## src/design/b64lw_pkg.sv

```systemverilog
// Shared types, constants and the Base64 alphabet for the line-wrapped encoder.
// No dependencies; used by the front, queue, back and top-level modules.
`timescale 1ns / 1ps
`default_nettype none

package b64lw_pkg;

  localparam int LINE_W = 7;          // width of the characters-on-line counter
  localparam int QUEUE_DEPTH = 2;     // jobs between front and back

  localparam logic [7:0] CHAR_CR = 8'd13;
  localparam logic [7:0] CHAR_LF = 8'd10;
  localparam logic [7:0] CHAR_PAD = 8'h3D;  // '='

  typedef enum logic [1:0] {
    JOB_GROUP,       // four characters
    JOB_GROUP_CRLF,  // four characters, then CR LF
    JOB_TAIL1,       // two characters and "=="
    JOB_TAIL2        // three characters and "="
  } job_kind_t;

  typedef struct packed {
    job_kind_t   kind;
    logic [23:0] grp;  // three bytes, oldest in the high byte
  } job_t;

  // Standard alphabet: A-Z a-z 0-9 + /
  function automatic logic [7:0] sextet_char(input logic [5:0] v);
    logic [7:0] c;
    if (v < 6'd26) begin
      c = 8'h41 + {2'b00, v};
    end else if (v < 6'd52) begin
      c = 8'h61 + {2'b00, v} - 8'd26;
    end else if (v < 6'd62) begin
      c = 8'h30 + {2'b00, v} - 8'd52;
    end else if (v == 6'd62) begin
      c = 8'h2B;
    end else begin
      c = 8'h2F;
    end
    return c;
  endfunction

endpackage

`default_nettype wire

```

## src/design/b64lw_front.sv

```systemverilog
// Front end: takes bytes, keeps the pending bytes and line position, and
// turns each byte into an output job (or none). Uses b64lw_pkg.
`timescale 1ns / 1ps
`default_nettype none

module b64lw_front #(
  parameter int LINE_CHARS = 76
) (
  input  wire                 clk,
  input  wire                 rst_n,
  input  wire                 in_tvalid,
  output logic                in_tready,
  input  wire  [7:0]          in_tdata,
  input  wire                 in_tlast,
  input  wire                 q_full,
  output logic                q_push,
  output b64lw_pkg::job_t     q_job
);

  logic [15:0]                     pend_r, pend_nxt;
  logic [1:0]                      cnt_r, cnt_nxt;
  logic [b64lw_pkg::LINE_W-1:0]    line_r, line_nxt;
  logic [b64lw_pkg::LINE_W-1:0]    line_sum;
  logic                            accept;

  assign in_tready = !q_full;
  assign accept = in_tvalid && in_tready;
  assign line_sum = line_r + b64lw_pkg::LINE_W'(4);

  always_comb begin
    pend_nxt = pend_r;
    cnt_nxt = cnt_r;
    line_nxt = line_r;
    q_push = 1'b0;
    q_job.kind = b64lw_pkg::JOB_GROUP;
    q_job.grp = {pend_r, in_tdata};
    if (accept) begin
      if (cnt_r[1]) begin
        q_push = 1'b1;
        pend_nxt = '0;
        cnt_nxt = '0;
        if (line_sum >= b64lw_pkg::LINE_W'(LINE_CHARS)) begin
          q_job.kind = b64lw_pkg::JOB_GROUP_CRLF;
          line_nxt = '0;
        end else begin
          line_nxt = line_sum;
        end
      end else begin
        pend_nxt = {pend_r[7:0], in_tdata};
        cnt_nxt = cnt_r + 2'd1;
        if (in_tlast) begin
          q_push = 1'b1;
          if (cnt_r == 2'd0) begin
            q_job.kind = b64lw_pkg::JOB_TAIL1;
            q_job.grp = {in_tdata, 16'h0000};
          end else begin
            q_job.kind = b64lw_pkg::JOB_TAIL2;
            q_job.grp = {pend_r[7:0], in_tdata, 8'h00};
          end
        end
      end
      // end of message: everything back to the start-of-message state
      if (in_tlast) begin
        pend_nxt = '0;
        cnt_nxt = '0;
        line_nxt = '0;
      end
    end
  end

  always_ff @(posedge clk) begin
    if (!rst_n) begin
      pend_r <= '0;
      cnt_r <= '0;
      line_r <= '0;
    end else begin
      pend_r <= pend_nxt;
      cnt_r <= cnt_nxt;
      line_r <= line_nxt;
    end
  end

endmodule

`default_nettype wire

```

## src/design/b64lw_fifo.sv

```systemverilog
// Two-entry first-word-fall-through job queue between front and back.
// Uses b64lw_pkg for the job type and depth.
`timescale 1ns / 1ps
`default_nettype none

module b64lw_fifo (
  input  wire                   clk,
  input  wire                   rst_n,
  input  wire                   push,
  input  wire b64lw_pkg::job_t  push_job,
  output logic                  full,
  input  wire                   pop,
  output logic                  head_valid,
  output b64lw_pkg::job_t       head_job
);

  localparam int PTR_W = $clog2(b64lw_pkg::QUEUE_DEPTH);

  b64lw_pkg::job_t        mem_r [b64lw_pkg::QUEUE_DEPTH];
  logic [PTR_W-1:0]       wr_ptr_r, rd_ptr_r;
  logic [PTR_W:0]         cnt_r, cnt_nxt;
  logic                   do_push, do_pop;

  assign full = (cnt_r == (PTR_W+1)'(b64lw_pkg::QUEUE_DEPTH));
  assign head_valid = (cnt_r != '0);
  assign head_job = mem_r[rd_ptr_r];
  assign do_push = push && !full;
  assign do_pop = pop && head_valid;

  always_comb begin
    cnt_nxt = cnt_r;
    if (do_push && !do_pop) begin
      cnt_nxt = cnt_r + (PTR_W+1)'(1);
    end else if (do_pop && !do_push) begin
      cnt_nxt = cnt_r - (PTR_W+1)'(1);
    end
  end

  always_ff @(posedge clk) begin
    if (do_push) begin
      mem_r[wr_ptr_r] <= push_job;
    end
  end

  always_ff @(posedge clk) begin
    if (!rst_n) begin
      wr_ptr_r <= '0;
      rd_ptr_r <= '0;
      cnt_r <= '0;
    end else begin
      cnt_r <= cnt_nxt;
      if (do_push) begin
        wr_ptr_r <= wr_ptr_r + PTR_W'(1);
      end
      if (do_pop) begin
        rd_ptr_r <= rd_ptr_r + PTR_W'(1);
      end
    end
  end

endmodule

`default_nettype wire

```

## src/design/b64lw_back.sv

```systemverilog
// Back end: walks the head job into the output register one character per cycle
// while the output side is not stalled, padding and CR LF included. Uses b64lw_pkg.
`timescale 1ns / 1ps
`default_nettype none

module b64lw_back (
  input  wire                   clk,
  input  wire                   rst_n,
  input  wire                   q_valid,
  input  wire b64lw_pkg::job_t  q_job,
  output logic                  q_pop,
  output logic                  out_tvalid,
  input  wire                   out_tready,
  output logic [7:0]            out_tdata,
  output logic                  out_tlast
);

  logic [2:0]  idx_r, idx_nxt;
  logic        out_tvalid_r, out_tvalid_nxt;
  logic [7:0]  out_tdata_r, out_tdata_nxt;
  logic        out_tlast_r, out_tlast_nxt;
  logic        load;
  logic [2:0]  last_idx;
  logic [5:0]  sx;
  logic [7:0]  ch;

  assign load = q_valid && (!out_tvalid_r || out_tready);
  assign last_idx = (q_job.kind == b64lw_pkg::JOB_GROUP_CRLF) ? 3'd5 : 3'd3;
  assign q_pop = load && (idx_r == last_idx);

  always_comb begin
    case (idx_r)
      3'd0:    sx = q_job.grp[23:18];
      3'd1:    sx = q_job.grp[17:12];
      3'd2:    sx = q_job.grp[11:6];
      default: sx = q_job.grp[5:0];
    endcase
  end

  always_comb begin
    ch = b64lw_pkg::sextet_char(sx);
    if (idx_r == 3'd4) begin
      ch = b64lw_pkg::CHAR_CR;
    end else if (idx_r == 3'd5) begin
      ch = b64lw_pkg::CHAR_LF;
    end else if (q_job.kind == b64lw_pkg::JOB_TAIL1 && idx_r >= 3'd2) begin
      ch = b64lw_pkg::CHAR_PAD;
    end else if (q_job.kind == b64lw_pkg::JOB_TAIL2 && idx_r == 3'd3) begin
      ch = b64lw_pkg::CHAR_PAD;
    end
  end

  always_comb begin
    idx_nxt = idx_r;
    out_tvalid_nxt = out_tvalid_r;
    out_tdata_nxt = out_tdata_r;
    out_tlast_nxt = out_tlast_r;
    if (out_tvalid_r && out_tready) begin
      out_tvalid_nxt = 1'b0;
    end
    if (load) begin
      out_tvalid_nxt = 1'b1;
      out_tdata_nxt = ch;
      out_tlast_nxt = q_pop;
      idx_nxt = q_pop ? 3'd0 : idx_r + 3'd1;
    end
  end

  always_ff @(posedge clk) begin
    if (!rst_n) begin
      idx_r <= '0;
      out_tvalid_r <= 1'b0;
      out_tlast_r <= 1'b0;
    end else begin
      idx_r <= idx_nxt;
      out_tvalid_r <= out_tvalid_nxt;
      out_tlast_r <= out_tlast_nxt;
    end
  end

  always_ff @(posedge clk) begin
    out_tdata_r <= out_tdata_nxt;
  end

  assign out_tvalid = out_tvalid_r;
  assign out_tdata = out_tdata_r;
  assign out_tlast = out_tlast_r;

  a_idx_range: assert property (@(posedge clk) disable iff (!rst_n)
    idx_r <= 3'd5)
    else $error("character index out of range");

  a_mid_job_has_head: assert property (@(posedge clk) disable iff (!rst_n)
    idx_r != 3'd0 |-> q_valid)
    else $error("job left the queue before its last character");

  a_pop_marks_last: assert property (@(posedge clk) disable iff (!rst_n)
    q_pop |=> out_tvalid_r && out_tlast_r)
    else $error("finished job did not mark its last character");

  a_crlf_only_long: assert property (@(posedge clk) disable iff (!rst_n)
    load && idx_r >= 3'd4 |-> q_job.kind == b64lw_pkg::JOB_GROUP_CRLF)
    else $error("line break emitted for a job without one");

endmodule

`default_nettype wire

```

## src/design/base64_line_wrapped_encoder.sv

```systemverilog
// Channel  Dir  tdata (low bit up)   tuser  tlast
// in_      in   data_byte[7:0]       -      last_byte
// out_     out  out_char[7:0]        -      run_last
//
// One character leaves per cycle from the back-end serializer while out_tready is
// high; a byte yields 0 to 6 characters, 4/3 on average in a long message (LINE_CHARS
// adds 2 per line). Bytes are taken while the two-entry job queue has room.
// Reset (rst_n low, synchronous) empties the queue and output register and
// clears the pending bytes and line position. Either side may stall freely.
// Depends on b64lw_pkg, b64lw_front, b64lw_fifo and b64lw_back.
`timescale 1ns / 1ps
`default_nettype none

module base64_line_wrapped_encoder #(
  parameter int LINE_CHARS = 76
) (
  input  wire        clk,
  input  wire        rst_n,
  input  wire        in_tvalid,
  output logic       in_tready,
  input  wire  [7:0] in_tdata,   // [7:0] data_byte
  input  wire        in_tlast,
  output logic       out_tvalid,
  input  wire        out_tready,
  output logic [7:0] out_tdata,  // [7:0] out_char
  output logic       out_tlast
);

  logic             q_full, q_push, q_pop, q_valid;
  b64lw_pkg::job_t  push_job, head_job;

  b64lw_front #(.LINE_CHARS(LINE_CHARS)) u_front (
    .clk       (clk),
    .rst_n     (rst_n),
    .in_tvalid (in_tvalid),
    .in_tready (in_tready),
    .in_tdata  (in_tdata),
    .in_tlast  (in_tlast),
    .q_full    (q_full),
    .q_push    (q_push),
    .q_job     (push_job)
  );

  b64lw_fifo u_fifo (
    .clk        (clk),
    .rst_n      (rst_n),
    .push       (q_push),
    .push_job   (push_job),
    .full       (q_full),
    .pop        (q_pop),
    .head_valid (q_valid),
    .head_job   (head_job)
  );

  b64lw_back u_back (
    .clk        (clk),
    .rst_n      (rst_n),
    .q_valid    (q_valid),
    .q_job      (head_job),
    .q_pop      (q_pop),
    .out_tvalid (out_tvalid),
    .out_tready (out_tready),
    .out_tdata  (out_tdata),
    .out_tlast  (out_tlast)
  );

endmodule

`default_nettype wire
```

## config.mk

```make
export PLATFORM = sky130hd
export DESIGN_NAME = base64_line_wrapped_encoder
export DESIGN_NICKNAME = d
export VERILOG_FILES = /design/src/design/b64lw_pkg.sv /design/src/design/b64lw_front.sv /design/src/design/b64lw_fifo.sv /design/src/design/b64lw_back.sv /design/src/design/base64_line_wrapped_encoder.sv
export SDC_FILE = /design/constraint.sdc
export NUM_CORES = 1
export LEC_CHECK = 0
export BUFFER_PORTS_ARGS = -buffer_cell sky130_fd_sc_hd__buf_4
export CORE_AREA = 2 2 110 86
export DETAILED_ROUTE_END_ITERATION = 8
export DIE_AREA = 0 0 112 88
export GPL_ROUTABILITY_DRIVEN = 1
export GPL_TIMING_DRIVEN = 1
export PLACE_DENSITY_LB_ADDON = 0.2
export SETUP_SLACK_MARGIN = 0.05
export SYNTH_ARGS = -nofsm -noshare
export SYNTH_HDL_FRONTEND = slang
export SYNTH_SLANG_ARGS = --single-unit
```

## constraint.sdc

```tcl
create_clock -name clk -period 3 [get_ports clk]
set_clock_uncertainty 0.1 [all_clocks]
set_input_delay 0.3 -clock clk [delete_from_list [all_inputs] [get_ports clk]]
set_output_delay 0.3 -clock clk [all_outputs]
set_load 0.05 [all_outputs]
```

# Word-level counts from Yosys, hierarchy flattened
# Memory sizes are Yosys's and may differ from the RTL's. A register that Yosys moved wholly into a read port is not among the register bits.
# Cells that the tools add are included.
# totals
inputBits	13
n_memories	1
output_inout_bits	11
reg_bits	42
ram_bits	52
word_cells	99
# memory_table
memory	depth	word_bits	rd	rd_clocked_by_memory_dff	write_ports	line_no	text
u_fifo.mem_r	2	26	1	1	1	b64lw_fifo.sv:19	b64lw_pkg::job_t mem_r [b64lw_pkg::QUEUE_DEPTH];
# classes
reduce_logical	24
eq_ne	11
magnitude_cmp	5
n_addsub	12
muxes	34
# ops
operator	count
two-way mux 26 bit	2
two-way mux 16 bit	2
two-way mux 25 bit	1
two-way mux 24 bit	1
two-way mux 8 bit	3
two-way mux 7 bit	3
case mux 6 bit (3 select lines)	1
adder 7 x 6 -> 8 bit (first input constant)	2
< comparator 6 bit (second input constant)	2
two-way mux 3 bit	4
two-way mux 6 bit	2
logical AND 1 bit	10
two-way mux 1 bit	10
two-way mux 2 bit	5
nonzero test 2 bit	4
subtractor 8 x 5 -> 8 bit (second input constant)	1
subtractor 8 x 6 -> 8 bit (second input constant)	1
adder 6 x 6 -> 7 bit (first input constant)	1
adder 7 x 3 -> 7 bit (second input constant)	1
greater-or-equal comparator 7 bit (second input constant)	1
== test 2 bit (second input constant)	3
== test 3 x 2 -> 1 bit (second input constant)	2
== test 3 bit (second input constant)	2
== test 6 bit (second input constant)	1
16 further kinds	21

# Longest topological paths before layout
# Gate-level depths: netlist (run 1).
# depth
ltp_word	10
ltp_mapped	14

# Hierarchy
# A second synthesis (run 1) with hierarchy kept.
# hier_totals
cells_unflattened	431
area_unflattened_um2	4780.8
# by_module_without_submodules
mod	n_inst	area_per_inst_um2	cells_each
b64lw_fifo	1	2110.8	106
b64lw_front	1	1388.8	170
b64lw_back	1	1281.2	155

# Worst setup path after synthesis (run 1)
# OpenSTA, ideal clock, no wires.
# synth_path
path_type	register to register
from	register u_fifo.cnt_r[0]
to	memory u_fifo.mem_r[0][0] in the netlist's numbering (enable)
t_required_ns	2.490
path_buffers	1
slack_ns	-0.235
arrival_ns	2.725
path_stages_with_launch	6
period_less_slack_ns	3.235
path_cell_list	dfxtp_1 -> nand2b_1 -> and2_1 -> clkbuf_1 -> o21ai_1 -> nor2_1
# synth_via
elab_chain_len	7
# synth_rtl
item	line_no	text
start: declaration	b64lw_fifo.sv:21	logic [PTR_W:0] cnt_r, cnt_nxt;
start signal: assignment	b64lw_fifo.sv:51	cnt_r <= cnt_nxt;
== test 2 bit *	b64lw_fifo.sv:24	assign full = (cnt_r == (PTR_W+1)'(b64lw_pkg::QUEUE_DEPTH));
zero test 1 bit *	b64lw_front.sv:26	assign in_tready = !q_full;
net in_tready	base64_line_wrapped_encoder.sv:20	output logic in_tready,
logical AND 1 bit	b64lw_front.sv:27	assign accept = in_tvalid && in_tready;
two-way mux 1 bit	b64lw_front.sv:37	if (accept) begin
logical AND 1 bit *	b64lw_fifo.sv:27	assign do_push = push && !full;
two-way mux 1 bit *	b64lw_fifo.sv:40	if (do_push) begin
two-way mux 1 bit (implied by the code) *	b64lw_fifo.sv:41	mem_r[wr_ptr_r] <= push_job;
end: declaration	b64lw_fifo.sv:19	
# The timed path passes the listed nets; every way through them passes the cells marked *.

# Worst setup path after layout (run 1)
# layout_path
from	register u_back.idx_r[0]
to	register u_back.out_tdata_r[5], in the netlist u_back.out_tdata[5], data pin
# layout_via
elab_chain_len	9
word_cells_on_any_way	24
# layout_rtl
item	line_no	text
start: declaration	b64lw_back.sv:18	logic [2:0] idx_r, idx_nxt;
start signal: assignment	b64lw_back.sv:75	idx_r <= idx_nxt;
== test 3 x 2 -> 1 bit, or another cell as far along	b64lw_back.sv:32	case (idx_r)
case mux 6 bit (3 select lines)	b64lw_back.sv:32	
adder 6 x 6 -> 7 bit	b64lw_pkg.sv:35	c = 8'h30 + {2'b00, v} - 8'd52;
subtractor 8 x 6 -> 8 bit	b64lw_pkg.sv:35	
two-way mux 8 bit	b64lw_pkg.sv:34	end else if (v < 6'd62) begin
two-way mux 8 bit	b64lw_pkg.sv:32	end else if (v < 6'd52) begin
two-way mux 8 bit	b64lw_pkg.sv:30	if (v < 6'd26) begin
two-way mux 6 bit	b64lw_back.sv:48	end else if (q_job.kind == b64lw_pkg::JOB_TAIL2 && idx_r == 3'd3) begin
two-way mux 6 bit	b64lw_back.sv:46	end else if (q_job.kind == b64lw_pkg::JOB_TAIL1 && idx_r >= 3'd2) begin
end signal: assignment	b64lw_back.sv:82	out_tdata_r <= out_tdata_nxt;
end: declaration	b64lw_back.sv:20	logic [7:0] out_tdata_r, out_tdata_nxt;
# Several ways; a longest one is shown, not always the timed one.
# A chain may end at the register's enable or synchronous reset.

==> results.md, run 1 <==
- Hold_ws: approximately 0.15 ns
- WP depth: 11
- Post-synth EDFFs: 60
- Status: finished clean
- Reg2reg path depth: 11
- Crit Path Class: reg -> reg
- Nets@finish: 524
- Worst path top cell family by delay: compound AO/OA/AOI/OAI gates
- Final Instance Area: approximately 5800 µm²
- FP Rows: 30
- Initial antenna violation count: 0
- Post-synth top flop: edfxtp_1
- Clock Latency Late Sink: 0.34 ns
- Synth Register Bits: 93
- DR pass1 iterations: 4
- Routed Antenna Nets: 0
- Fin crit share: 0.953
- Fillcell total: about 700
- Setup TNS: 0 ns
- Largest stage delay on the critical path: 0.39 ns
- Top Ports: 24
- Die area: around 9900 µm²
- Register area share after synthesis: 0.523
- Hold Fails Final Rpt: 0
- DP Wirelength: between 7000 and 8000 µm
- Finished Layout Cells: ~610
- Min-delay worst type: in -> reg
- Clock Tree Buf Depth: 2
- Worst Setup SP: u_back.idx_r[0]
- Initial core utilization: 0.536
- Period minus WS final: between 2 and 3 ns
- Vias per inst: 5.67
- WP buf/inv: 3
- DRT Wirelength: approximately 10,000 µm
- Crit Path Max Fanout: 5
- Remaining global-route overflow: 0
- Pwr per Cell Area: ~740 nW/µm²
- Largest net degree at the start of global routing: 33
- Area growth, synth to finish: 22.9%
- P_leak: ~0.0022 µW
- Slew Viols, Final: 0
- Most frequent CP cell: buf_4
- Share of cells above drive strength 1: 0.243
- Netlist Area Pre-Place: about 4700 µm²
- First-pass GRT wire length: about 17,000 µm
- Critical path arrival: slightly below 3 ns
- Die height: roughly 88 µm
- Reg area: approximately 2500 µm²
- Placed cell areas: roughly 5200 µm²
- Post-synthesis cell type count: 63
- CP cell instances: buf_4 > ha_4 > buf_4 > a22oi_1 > and3_1 > o32a_4 > buf_4 > a311oi_4 > xnor2_1 > a221o_1 > a31oi_1
- Clk pin slew, worst setup/hold paths: 0.06 ns
- Internal reg-to-reg setup slack: 0.14 ns
- Core area: between 8000 and 9000 µm²
- Slew headroom: 0.295
- TritonCTS clock tree: built
- CP Data Required Time: a little over 3 ns
- Total track usage: 0.219
- Peak supply drop: between 0.3 and 0.4 mV
- Post-layout util: 0.659
- Remaining DRCs: 0
- Hold depth: 3
- Worst setup endpoint: u_back.out_tdata[5]
- Inst Count DP: approximately 590
- Syn Inst Count: around 430
- Syn_nets: approximately 460
- Max frequency: ~350 MHz
- Avg Inst Size Synth: between 10 and 15 µm²
- Root Buffer: clkbuf_16
- Vias: about 3,500
- DIE WIDTH: ~110 µm
- Startpoint types: flop
- RSZ-0062 raised after global routing: false
- Slew @ Worst Pin: between 1 and 1.5 ns
- GPL Wtd Cong: about 0.91
- Vias in the first global route: between 3,000 and 4,000
- CP endpoint kind: flop
- WL/cell: approximately 17 µm
- Slowest cell on crit path: o32a_4
- Synth warn: 0
- Multi-input logic area: about 2300 µm²
- Cts bufs inserted: 9
- Setup violators final: 0
- Clock Sinks: 93
- Synth async-reset ratio: 0
- Max-cap violations: 0
- Worst r2r src: u_back.idx_r[0]
- Worst r2r dst: u_back.out_tdata[5]
- Initial DRC Count: approximately 230
- CTS H-tree lvls: 3
- N_diodes: 0
- Buffers on Ports: 23
==> worst min-delay path by stage <==
stage | start | end | slack, ns
6_report | in_tdata[4] | u_front.pend_r[4] | 0.15
5_1_grt | in_tdata[7] | u_front.pend_r[7] | 0.16
4_1_cts | in_tdata[0] | u_front.pend_r[0] | 0.14
3_5_place_dp | u_front.pend_r[10] | u_front.pend_r[10] | 0.36
3_3_place_gp | u_front.pend_r[13] | u_front.pend_r[13] | 0.35
2_1_floorplan | u_front.pend_r[11] | u_front.pend_r[11] | 0.34
==> power breakdown <==
group	total (µW)	switching, µW	internal [µW]
logic	1540	847	693
registers	1520	45.5	1480
clock network	1210	476	731
==> final cells by class <==
class                      count  share of cell area
clock buffer                  10              0.0396
multi-input combinational    303               0.390
inverter                      14              0.0102
clock inverter                 6              0.0149
tap                          112              0.0242
sequential                    93               0.426
timing repair buffer          71              0.0949
==> state kept, by name, summed over array words and instances, names as in the netlist, 2 cells and up, named ones only <==
name / cells
u_front.cnt_r: 2
u_back.idx_r: 3
u_front.pend_r: 16
u_fifo.mem_r: 52
u_back.out_tdata: 8
u_fifo.cnt_r: 2
u_front.line_r: 5
==> per-stage QoR <==
stage | power (µW) | setup WS, ns
finish | 4270 | 0.141
global route | 4490 | 0.0282
CTS | 4100 | 0.0524
detailed placement | 2870 | -0.254
global placement | 2870 | -0.178
floorplan | 2390 | 0.0559
==> tightest hold or removal path: cells and delay by family <==
kind / cells / cell delay (ns)
buf+inv: 1 / 0.12
compound gates: 1 / 0.07
simple gates: 1 / 0.05
==> routing by layer <==
layer	share of wire	GRT usage
met1	0.47	0.304
met2	0.48	0.358
met4	0.0051	0.0510
met5	0	0
met3	0.049	0.0484
==> layout by cell type, fill, tap and decap left out, types with 3 or more instances in the layout <==
cell	netlist	final
nand2b_1	5	4
xor2_1	4	4
edfxtp_1	60	60
dfxtp_1	33	31
a21boi_0	20	20
o22a_1	3	3
clkbuf_16	0	9
inv_2	2	4
a21oi_1	7	6
mux2i_1	29	29
nor3_1	8	8
o211ai_1	4	4
nor2_1	17	15
o21ai_1	3	3
o21ai_0	13	13
ha_1	19	12
xnor2_1	7	7
inv_1	10	7
and2_1	15	15
a31oi_1	3	3
a22oi_1	5	5
nor2b_1	11	10
buf_4	0	69
nand2_1	54	53
ha_4	0	5
nand3_1	30	30
==> timing repair <==
action | 4_1_cts | 5_1_grt
setup buffers | 0 | 8
gates resized for setup | 5 | 32
pin swaps | 0 | 12
hold buffers | 0 | 0
endpoints found under the setup margin | 8 | 8
==> logic make-up after synthesis <==
| logic type | synth area share |
|---|---|
| mux | 0.0688 |
| flops | 0.523 |
| buf+inv | 0.0327 |
| compound gates | 0.150 |
| fa+ha+maj | 0.0505 |
| simple gates | 0.155 |
| xor+xnor | 0.0205 |
==> cells in the mapped netlist (3+ instances only) <==
cell      instances  share of area
nor2_1           17          0.014
buf_2             4         0.0042
nor3_1            8         0.0085
a21oi_1           7         0.0074
ha_1             19          0.050
o211ai_1          4         0.0064
nor2b_1          11          0.015
mux2i_1          29          0.062
and2_1           15          0.020
dfxtp_1          33           0.14
a31oi_1           3         0.0040
o22a_1            3         0.0056
clkbuf_1         14          0.011
xnor2_1           7          0.013
nand2_1          54          0.043
xor2_1            4         0.0074
o21ai_0          13          0.014
nand3_1          30          0.032
inv_1            10         0.0080
a21boi_0         20          0.032
a22oi_1           5         0.0080
a211oi_1          3         0.0048
edfxtp_1         60           0.38
o21ai_1           3         0.0032
nand2b_1          5         0.0066
(Power assumes the default switching activity.)
==> inputs of run 2 (changes only) <==
PLACE_DENSITY_LB_ADDON = 0.05   (was 0.2)
==> results.md, run 2 (synthesized netlist as in run 1, its figures left out) <==
- CP endpoint kind: flop
- Top Ports: 24
- First-pass GRT wire length: roughly 16,000 µm
- Hold_sp: in_tdata[2]
- DP Wirelength: roughly 7300 µm
- Slew @ Worst Pin: 1.01 ns
- Initial core utilization: 0.536
- Initial DRC Count: ~160
- Clock Latency Late Sink: about 0.34 ns
- CP Data Required Time: between 2 and 3 ns
- Initial antenna violation count: 0
- Hold Fails Final Rpt: 0
- Die height: 88 µm
- P_leak: 0.00208 µW
- Reg2reg path depth: 13
- Status: finished clean
- Vias: roughly 3,400
- TritonCTS clock tree: built
- Worst Setup SP: u_back.idx_r[1]
- Area growth, synth to finish: 20.0%
- Finished Layout Cells: just under 600
- Vias per inst: about 5.7
- Clock Tree Buf Depth: 2
- Routed Antenna Nets: 0
- Remaining DRCs: 0
- DRT Wirelength: 10,300 µm
- Min-delay worst type: in -> reg
- Vias in the first global route: 3,055
- Root Buffer: clkbuf_16
- Setup violators final: 0
- RSZ-0062 raised after global routing: true
- FP Rows: 30
- Max frequency: about 350 MHz
- Crit Path Max Fanout: 6
- Most frequent cells in the layout: edfxtp_1, buf_4, nand2_1
- Fillcell total: 711
- CTS H-tree lvls: 3
- GPL Wtd Cong: ~0.9
- DR pass1 iterations: 4
- Multi-input logic area: 2230 µm²
- Reg with most FFs: u_fifo.mem_r
- Crit Path Class: reg -> reg
- Largest net degree at the start of global routing: 34
- Max reg flops: 52
- Pwr per Cell Area: roughly 750 nW/µm²
- Max-cap violations: 0
- Cts bufs inserted: 9
- Peak supply drop: about 0.50 mV
- Inst Count DP: 571
- Startpoint types: flop
- Worst r2r src: u_back.idx_r[1]
- Total track usage: 0.218
- Clk pin slew, worst setup/hold paths: 0.06 ns
- Period minus WS final: about 2.8 ns
- Nets@finish: 508
- Critical path arrival: 2.82 ns
- Slew Viols, Final: 0
- Remaining global-route overflow: 0
- WHS Endpoint: u_front.pend_r[2]
- Buffers on Ports: 23
- Fin crit share: 0.947
- Worst r2r dst: u_back.out_tdata[3]
- Hold depth: 3
- N_diodes: 0
- DIE WIDTH: approximately 110 µm
- Die area: 9860 µm²
- Total chip power: ~4200 µW
- Most common cell after layout, fill and taps aside: edfxtp_1
- WL/cell: ~17 µm
- Clock Sinks: between 90 and 100
- Core area: slightly below 9000 µm²
- Share of cells above drive strength 1: 0.214
- Reg area: between 2000 and 2500 µm²
- Internal reg-to-reg setup slack: 0.16 ns
- Slew headroom: 0.325
## run 2: report_power, final
| group | internal, µW | total (µW) | switching (µW) |
|---|---|---|---|
| combinational | 611 | 1440 | 834 |
| clock | 773 | 1250 | 476 |
| sequential | 1480 | 1520 | 45.3 |
| total | 2860 | 4210 | 1360 |
## run 2: worst max-delay path by stage
| stage | end | slack, ns | cells past startpoint |
|---|---|---|---|
| 6_report | u_back.out_tdata[3] | 0.16 | 13 |
| 5_1_grt | u_back.out_tdata[3] | 0.01 | 14 |
| 4_1_cts | u_back.out_tdata[2] | 0.08 | 13 |
| 3_5_place_dp | u_back.out_tdata[7] | -0.1 | 11 |
| 3_3_place_gp | u_back.out_tdata[7] | -0.15 | 11 |
| 2_1_floorplan | u_back.out_tdata[3] | 0.06 | 12 |
## run 2: area by class of cell
type                    count  area share
clock inverters             3     0.00819
clock buffers              13      0.0518
well taps                 112      0.0248
repair buffers             55      0.0752
flip-flops and latches     93       0.436
multi-input cells         303       0.394
inverters                  14     0.00974
## run 2: per-layer routing
layer	share of wire	GRT usage	vias to the layer above
li1	-	-	1670
met1	0.50	0.319	1625
met2	0.46	0.332	61
met3	0.035	0.0505	7
met4	0.0057	0.0543	0
met5	0	0	-
## run 2: metrics by stage
stage	hold WS, ns	util	setup slack [ns]	TNS, ns	cell area (µm²)
final	0.160	0.644	0.158	0	5650
after global routing	0.160	0.644	0.0130	0	5650
after CTS	0.144	0.630	0.0800	0	5530
after detailed placement	0.356	0.585	-0.0977	-0.145	5130
after global placement	0.348	0.585	-0.150	-0.150	5130
after floorplan	0.341	-	0.0559	0	4710
## run 2: what timing repair did
item,4_1_cts,5_1_grt
pin swaps,1,5
setup endpoints to repair,5,8
hold buffers,0,0
resized for setup,9,23
setup buffers,2,4
## run 2: worst max-delay path, cell delays in order (launching register included)
cell	delay [ns]
dfxtp_1	0.31
buf_4	0.15
ha_2	0.19
buf_4	0.16
nand2b_1	0.15
o22a_1	0.22
o221ai_4	0.14
buf_4	0.17
ha_1	0.20
nand2_1	0.11
o211ai_1	0.12
buf_4	0.18
a311oi_1	0.26
nand4_1	0.12
